$ cat config.mk
export PLATFORM = sky130hd
export DESIGN_NAME = sigma_delta_level_dither
export DESIGN_NICKNAME = d
export VERILOG_FILES = /design/src/sdld_pkg.sv /design/src/sdld_sub.sv /design/src/sigma_delta_level_dither.sv
export SDC_FILE = /design/constraint.sdc
export NUM_CORES = 1
export LEC_CHECK = 0
export ABC_AREA = 1
export ABC_CLOCK_PERIOD_IN_PS = 4800
export BUFFER_PORTS_ARGS = -buffer_cell sky130_fd_sc_hd__clkbuf_2
export CORE_MARGIN = 10
export CORE_UTILIZATION = 35
export DETAILED_ROUTE_END_ITERATION = 12
export GPL_ROUTABILITY_DRIVEN = 0
export SYNTH_ARGS = -nofsm -noshare
export SYNTH_HDL_FRONTEND = slang
export SYNTH_SLANG_ARGS = --single-unit
$ cat constraint.sdc
create_clock -name clk -period 4.8 [get_ports clk]
set_clock_uncertainty 0.2 [all_clocks]
set_input_delay 0.24 -clock clk [delete_from_list [all_inputs] [get_ports clk]]
set_output_delay 0.24 -clock clk [all_outputs]
set_load 0.005 [all_outputs]
$ cat src/sdld_pkg.sv
package sdld_pkg;

	// level table and widths
	localparam int LEVEL_COUNT   = 8;
	localparam int FRACTION_BITS = 16;
	localparam int LEVEL_W       = 10;
	localparam int HELD_W        = 11;
	localparam int TGT_FRAC      = 8;
	localparam int TGT_W         = 18;
	localparam int IDX_W         = $clog2(LEVEL_COUNT);
	localparam int REM_W         = TGT_W + 1;
	localparam int SUM_W         = FRACTION_BITS + 1;
	localparam int CNT_W         = $clog2(FRACTION_BITS + 1);

	localparam logic [TGT_W-1:0] TARGET_RESET = TGT_W'(235008);

	localparam logic [LEVEL_W-1:0] LEVEL_TABLE [LEVEL_COUNT] = '{
		LEVEL_W'(1020), LEVEL_W'(918), LEVEL_W'(816), LEVEL_W'(714),
		LEVEL_W'(612),  LEVEL_W'(510), LEVEL_W'(408), LEVEL_W'(306)
	};

	localparam logic [TGT_W-1:0] TOP_T = {LEVEL_TABLE[0], {TGT_FRAC{1'b0}}};
	localparam logic [TGT_W-1:0] BOT_T = {LEVEL_TABLE[LEVEL_COUNT-1], {TGT_FRAC{1'b0}}};

	// sequencer states
	typedef enum logic [2:0] {
		ST_IDLE,
		ST_SEARCH,
		ST_DIVIDE,
		ST_ACCUM,
		ST_DONE
	} state_t;

	// spacing between an entry and the one above it
	function automatic logic [LEVEL_W-1:0] level_gap(input logic [IDX_W-1:0] idx);
		logic [IDX_W-1:0] up;
		up = idx - IDX_W'(1);
		return LEVEL_TABLE[up] - LEVEL_TABLE[idx];
	endfunction

endpackage

$ cat src/sdld_sub.sv
module sdld_sub (
	input  logic [sdld_pkg::REM_W-1:0] a,
	input  logic [sdld_pkg::REM_W-1:0] b,
	output logic [sdld_pkg::REM_W-1:0] diff,
	output logic                       ge
);

	logic [sdld_pkg::REM_W:0] full;

	// shared subtractor, no borrow means a >= b
	always_comb begin
		full = {1'b0, a} - {1'b0, b};
		diff = full[sdld_pkg::REM_W-1:0];
		ge   = ~full[sdld_pkg::REM_W];
	end

endmodule

$ cat src/sigma_delta_level_dither.sv
// a target at or beyond a table end goes straight to the result; otherwise the block scans
// for the bracket (1 to 7 entries), runs the 16-step divider, then the accumulate step
// the bracket scan and the 16-step divider share one subtractor; an output stall holds
// the result, and no new transaction is taken while busy
// reset: target returns to 918 MHz, accumulator and held pair clear to zero
module sigma_delta_level_dither (
	input  logic                              clk,
	input  logic                              arst_n,
	input  logic                              cfg_write,
	input  logic [sdld_pkg::TGT_W-1:0]        cfg_data,
	input  logic                              in_valid,
	output logic                              in_stall,
	input  logic                              restart,
	output logic                              out_valid,
	input  logic                              out_stall,
	output logic [sdld_pkg::LEVEL_W-1:0]      chosen_level,
	output logic                              took_upper
);

	sdld_pkg::state_t                   state_q, state_d;
	logic [sdld_pkg::TGT_W-1:0]         target_q;
	logic [sdld_pkg::SUM_W-1:0]         sum_q;
	logic [sdld_pkg::HELD_W-1:0]        held_lower_q, held_upper_q;
	logic [sdld_pkg::IDX_W-1:0]         idx_q;
	logic [sdld_pkg::REM_W-1:0]         rem_q, den_q;
	logic [sdld_pkg::FRACTION_BITS-1:0] quo_q;
	logic [sdld_pkg::CNT_W-1:0]         cnt_q;
	logic [sdld_pkg::LEVEL_W-1:0]       res_level_q;
	logic                               res_upper_q;
	logic                               out_valid_q;
	logic [sdld_pkg::LEVEL_W-1:0]       out_level_q;
	logic                               out_upper_q;

	logic [sdld_pkg::REM_W-1:0]         op_a, op_b, sub_diff;
	logic                               sub_ge;
	logic                               accept, at_top, at_bottom, out_free;
	logic [sdld_pkg::LEVEL_W-1:0]       lower_lvl, upper_lvl;
	logic [sdld_pkg::SUM_W-1:0]         sum_next;

	assign accept    = in_valid && (state_q == sdld_pkg::ST_IDLE);
	assign at_top    = target_q >= sdld_pkg::TOP_T;
	assign at_bottom = target_q <= sdld_pkg::BOT_T;
	assign out_free  = !out_valid_q || !out_stall;
	assign lower_lvl = sdld_pkg::LEVEL_TABLE[idx_q];
	assign upper_lvl = sdld_pkg::LEVEL_TABLE[idx_q - sdld_pkg::IDX_W'(1)];
	assign sum_next  = sum_q + {1'b0, quo_q};

	// shared subtract unit
	sdld_sub u_sub (
		.a    (op_a),
		.b    (op_b),
		.diff (sub_diff),
		.ge   (sub_ge)
	);

	// next state
	always_comb begin
		state_d = state_q;
		case (state_q)
			sdld_pkg::ST_IDLE: begin
				if (in_valid) begin
					state_d = (at_top || at_bottom) ? sdld_pkg::ST_DONE : sdld_pkg::ST_SEARCH;
				end
			end
			sdld_pkg::ST_SEARCH: begin
				if (sub_ge) begin
					state_d = sdld_pkg::ST_DIVIDE;
				end
			end
			sdld_pkg::ST_DIVIDE: begin
				if (cnt_q == sdld_pkg::CNT_W'(1)) begin
					state_d = sdld_pkg::ST_ACCUM;
				end
			end
			sdld_pkg::ST_ACCUM: state_d = sdld_pkg::ST_DONE;
			sdld_pkg::ST_DONE: begin
				if (out_free) begin
					state_d = sdld_pkg::ST_IDLE;
				end
			end
			default: state_d = sdld_pkg::ST_IDLE;
		endcase
	end

	// operand select for the subtractor
	always_comb begin
		case (state_q)
			sdld_pkg::ST_SEARCH: begin
				op_a = {1'b0, target_q};
				op_b = {1'b0, lower_lvl, {sdld_pkg::TGT_FRAC{1'b0}}};
			end
			default: begin
				op_a = {rem_q[sdld_pkg::REM_W-2:0], 1'b0};
				op_b = den_q;
			end
		endcase
	end

	assign in_stall     = (state_q != sdld_pkg::ST_IDLE);
	assign out_valid    = out_valid_q;
	assign chosen_level = out_level_q;
	assign took_upper   = out_upper_q;

	// state and configuration register
	always_ff @(posedge clk or negedge arst_n) begin
		if (!arst_n) begin
			state_q  <= sdld_pkg::ST_IDLE;
			target_q <= sdld_pkg::TARGET_RESET;
		end else begin
			state_q <= state_d;
			if (cfg_write) begin
				target_q <= cfg_data;
			end
		end
	end

	// accumulator and held bracket
	always_ff @(posedge clk or negedge arst_n) begin
		if (!arst_n) begin
			sum_q        <= '0;
			held_lower_q <= '0;
			held_upper_q <= '0;
		end else begin
			if (accept && restart) begin
				sum_q        <= '0;
				held_lower_q <= '0;
				held_upper_q <= '0;
			end else if (state_q == sdld_pkg::ST_SEARCH && sub_ge) begin
				if (held_lower_q != sdld_pkg::HELD_W'(lower_lvl) ||
				    held_upper_q != sdld_pkg::HELD_W'(upper_lvl)) begin
					sum_q        <= '0;
					held_lower_q <= sdld_pkg::HELD_W'(lower_lvl);
					held_upper_q <= sdld_pkg::HELD_W'(upper_lvl);
				end
			end else if (state_q == sdld_pkg::ST_ACCUM) begin
				// overflow past one picks the upper level, dropping the carry subtracts one
				sum_q <= {1'b0, sum_next[sdld_pkg::FRACTION_BITS-1:0]};
			end
		end
	end

	// scan, divide and result datapath
	always_ff @(posedge clk) begin
		case (state_q)
			sdld_pkg::ST_IDLE: begin
				idx_q <= sdld_pkg::IDX_W'(1);
				if (at_top) begin
					res_level_q <= sdld_pkg::LEVEL_TABLE[0];
				end else begin
					res_level_q <= sdld_pkg::LEVEL_TABLE[sdld_pkg::LEVEL_COUNT-1];
				end
				res_upper_q <= 1'b0;
			end
			sdld_pkg::ST_SEARCH: begin
				if (sub_ge) begin
					rem_q <= sub_diff;
					den_q <= {1'b0, sdld_pkg::level_gap(idx_q), {sdld_pkg::TGT_FRAC{1'b0}}};
					cnt_q <= sdld_pkg::CNT_W'(sdld_pkg::FRACTION_BITS);
				end else begin
					idx_q <= idx_q + sdld_pkg::IDX_W'(1);
				end
			end
			sdld_pkg::ST_DIVIDE: begin
				// restoring division, one quotient bit a cycle
				if (sub_ge) begin
					rem_q <= sub_diff;
				end else begin
					rem_q <= op_a;
				end
				quo_q <= {quo_q[sdld_pkg::FRACTION_BITS-2:0], sub_ge};
				cnt_q <= cnt_q - sdld_pkg::CNT_W'(1);
			end
			sdld_pkg::ST_ACCUM: begin
				res_upper_q <= sum_next[sdld_pkg::FRACTION_BITS];
				res_level_q <= sum_next[sdld_pkg::FRACTION_BITS] ? upper_lvl : lower_lvl;
			end
			default: begin
			end
		endcase
	end

	// output register
	always_ff @(posedge clk or negedge arst_n) begin
		if (!arst_n) begin
			out_valid_q <= 1'b0;
		end else begin
			if (state_q == sdld_pkg::ST_DONE && out_free) begin
				out_valid_q <= 1'b1;
			end else if (!out_stall) begin
				out_valid_q <= 1'b0;
			end
		end
	end

	always_ff @(posedge clk) begin
		if (state_q == sdld_pkg::ST_DONE && out_free) begin
			out_level_q <= res_level_q;
			out_upper_q <= res_upper_q;
		end
	end

endmodule

==> flow_summary.yaml <==
floorplan:
  dieArea_mm2: 0.0270
  core_area_mm2: 0.0204
  die_x_um: 164
  boundaryPins: 37
  die_y_um: 164
  start_util_pct: 35.8
  rows: 52
clock_tree:
  cts_sinks: 122
  clock_path_buffers: 2
  clkLatencyLatePin_ns: 0.43
  cts_tree: "built"
  clk_pin_slew_ns: 0.06
  numCtsBuffers: 17
  cts_htree_levels: 4
  clock-root-buffer: "clkbuf_16"
placed_design:
  placed_area_mm2: 0.00772
  port_buffers: 35
  dp_hpwl_um: 12300
synthesis:
  synthArstFlopShare_pct: 44.3
  synth_edf_count: 68
  synthXorXnorAreaFrac_pct: 3.25
  ys_ff_latch: 122
  syn_avg_cell_area_um2: 8.04
  synth_fa_ha_area_share_pct: 7.08
  seq_area_frac_synth_pct: 46.7
  synth_mux_area_share_pct: 0.137
  ys.flop_type: "edfxtp_1"
  synth-compound-area-share_pct: 8.78
  synth_cells: 906
  synth_top_family_by_area: "simple AND/OR/NAND/NOR gates"
  synth_cell_types: 42
  syn_nets: 970
  syn_area_mm2: 0.00728
  yosysWarnings: 0
  synthSimpleGateAreaFrac_pct: 26.0
timing:
  finalSetupTns_ns: 0
  slew_viol_final: 0
  fmax_mhz: 237
  grt_setup_unrepaired: "false"
  finalHoldViolations: 0
  min_period_ns: 4.22
  worst_slew_pin_slew_ns: 0.764
  min_period_over_period_pct: 87.9
  maxSlewHeadroom_pct: 49.1
  setup_viol: 0
global_routing:
  grt_pass1_wl_um: 29200
  grt_pass1_vias: 5773
  grt_usage_pct: 13.4
  antenna_found_initial: 0
  grt_start_max_net_pins: 55
  overflow: 0
layout:
  nets: 1027
  drive_gt1_share_pct: 11.1
  n_antenna_cell: 0
  area_growth_pct: 17.3
  fin_area_mm2: 0.00854
critical_path:
  cp-startpoint: "idx_q[0]"
  r2r_slack_ns: 0.58
  r2r_end: "sum_q[12]"
  worstPathArrival_ns: 4.39
  cp.required_ns: 4.96
  crit_end: "sum_q[12]"
  startpoint_type: "register"
  crit_type: "reg -> reg"
  r2r_start: "idx_q[0]"
  reg2reg_depth: 21
  crit_path_end_kind: "register"
  cp_max_fo: 17
routing:
  firstDrtPassIters: 5
  wire_per_inst_um: 13.7
  drt_iter0_drc: 334
  postRouteAntennaNets: 0
  num_vias: 5809
  viasPerCell: 4.66
  remaining_drc_errors: 0
  routed_wl_um: 17100
worst_hold_path:
  min_path_cells: 7
  hp-class: "in -> reg"
flow_run:
  drv_cap: 0
run_status:
  outcome: "complete, no violations"
## critical path: stages, from the launching register on
cell and delay, ns:
edfxtp_1 0.62, inv_2 0.18, ha_1 0.43, inv_2 0.16, nand2_2 0.08, o21ai_2 0.08
inv_2 0.08, nand2_1 0.06, o21ai_0 0.08, ha_1 0.37, nand2_1 0.09, nor2_1 0.10
nand2_1 0.05, nand3_1 0.12, nand3_1 0.12, nand2_2 0.12, nand2_4 0.08, inv_1 0.36
nand3_4 0.32, nand2_4 0.29, nand2_1 0.10, nand2_1 0.06
## cells in the final DEF, fill, tap and decap left out, types with 3 or more instances in the layout
master,synthesis,routed
clkbuf_2,0,35
xnor2_1,12,12
nand4_1,6,6
o21ai_1,16,16
nand2_2,7,7
inv_6,0,3
xor2_1,15,15
dlygate4sd3_1,0,20
inv_2,6,6
a21oi_1,25,25
nor2_1,58,58
buf_4,5,6
a21o_1,3,3
dfrtp_1,48,48
dfstp_2,6,6
nand2_1,294,294
o21ai_0,68,68
nand3b_1,3,3
ha_1,38,38
and2_1,3,3
nor3_1,6,5
a21oi_2,3,3
clkinv_4,0,3
or2_2,3,3
nand3_1,60,60
clkbuf_16,0,19
edfxtp_1,68,68
inv_1,114,114
## area by class of cell
cell class	count	area (µm²)
multi-input combinational	640	3300
clock buffer	21	493
clock inverter	11	133
timing repair buffer	61	420
tap	270	338
inverter	121	454
fill	2046	11800
sequential	122	3400
## per-layer routing
metal | wire length, µm | part of all wire [%] | track usage [%]
met2 | 7980 | 47 | 22.0
met1 | 8310 | 49 | 17.4
met4 | 284 | 1.7 | 4.55
met5 | 0 | 0 | 0
met3 | 553 | 3.2 | 2.58
## worst min-delay path by stage
| stage | startpoint | endpoint | slack [ns] |
|---|---|---|---|
| after floorplan | arst_n | held_lower_q[1] | -0.26 |
| after global placement | res_upper_q | took_upper | 0.20 |
| after detailed placement | res_level_q[9] | chosen_level[9] | 0.21 |
| after CTS | in_valid | state_q[0] | 0.15 |
| after global routing | in_valid | state_q[0] | 0.21 |
| final | in_valid | state_q[0] | 0.18 |
## repair_timing
item | in CTS | in global routing
setup buffers | 0 | 0
endpoints found under the hold margin | 67 | 0
resized for setup | 0 | 0
hold buffers | 20 | 0
## state kept, by name (all words and copies together), names as in the netlist, 5 cells and up
register and flops:
held_lower_q 8, rem_q 18, res_level_q 8, sum_q 16, quo_q 16, cnt_q 5, chosen_level 8, target_q 18
held_upper_q 8, den_q 8
## cells in the mapped netlist, drive strengths merged (6+ instances only)
master	count	area share, %
nand3	63	4.6
xor2	15	1.8
inv	120	6.2
nand4	7	0.69
buf	12	1.2
clkbuf	11	0.57
a21oi	28	2.1
dfrtp	48	16
dfstp	6	2.2
ha	38	6.5
nor2	60	3.2
xnor2	12	1.4
nor3	7	0.55
nand2	303	16
edfxtp	68	28
o21ai	85	5.9
## logic make-up (layout without fill, tap and decap cells)
group           Yosys count  count (layout)
flops                   122             122
mux                       1               1
simple gates            450             450
fa+ha+maj                40              40
compound gates          121             121
xor+xnor                 27              27
other cells               1               1
buf+inv                 144             214
## metrics by stage
stage	worst slack (ns)	cells	hold WS, ns	util, %
finish	0.579	1246	0.178	42.0
global route	0.0677	1246	0.207	42.0
CTS	0.572	1246	0.149	42.0
detailed placement	0.582	1194	0.207	37.9
global placement	0.773	1194	0.203	37.9
floorplan	1.20	906	-0.256	-
Power is left out: the tool's default activity adds up to more than one toggle a clock period on the data nets, which glitch-free logic cannot reach.
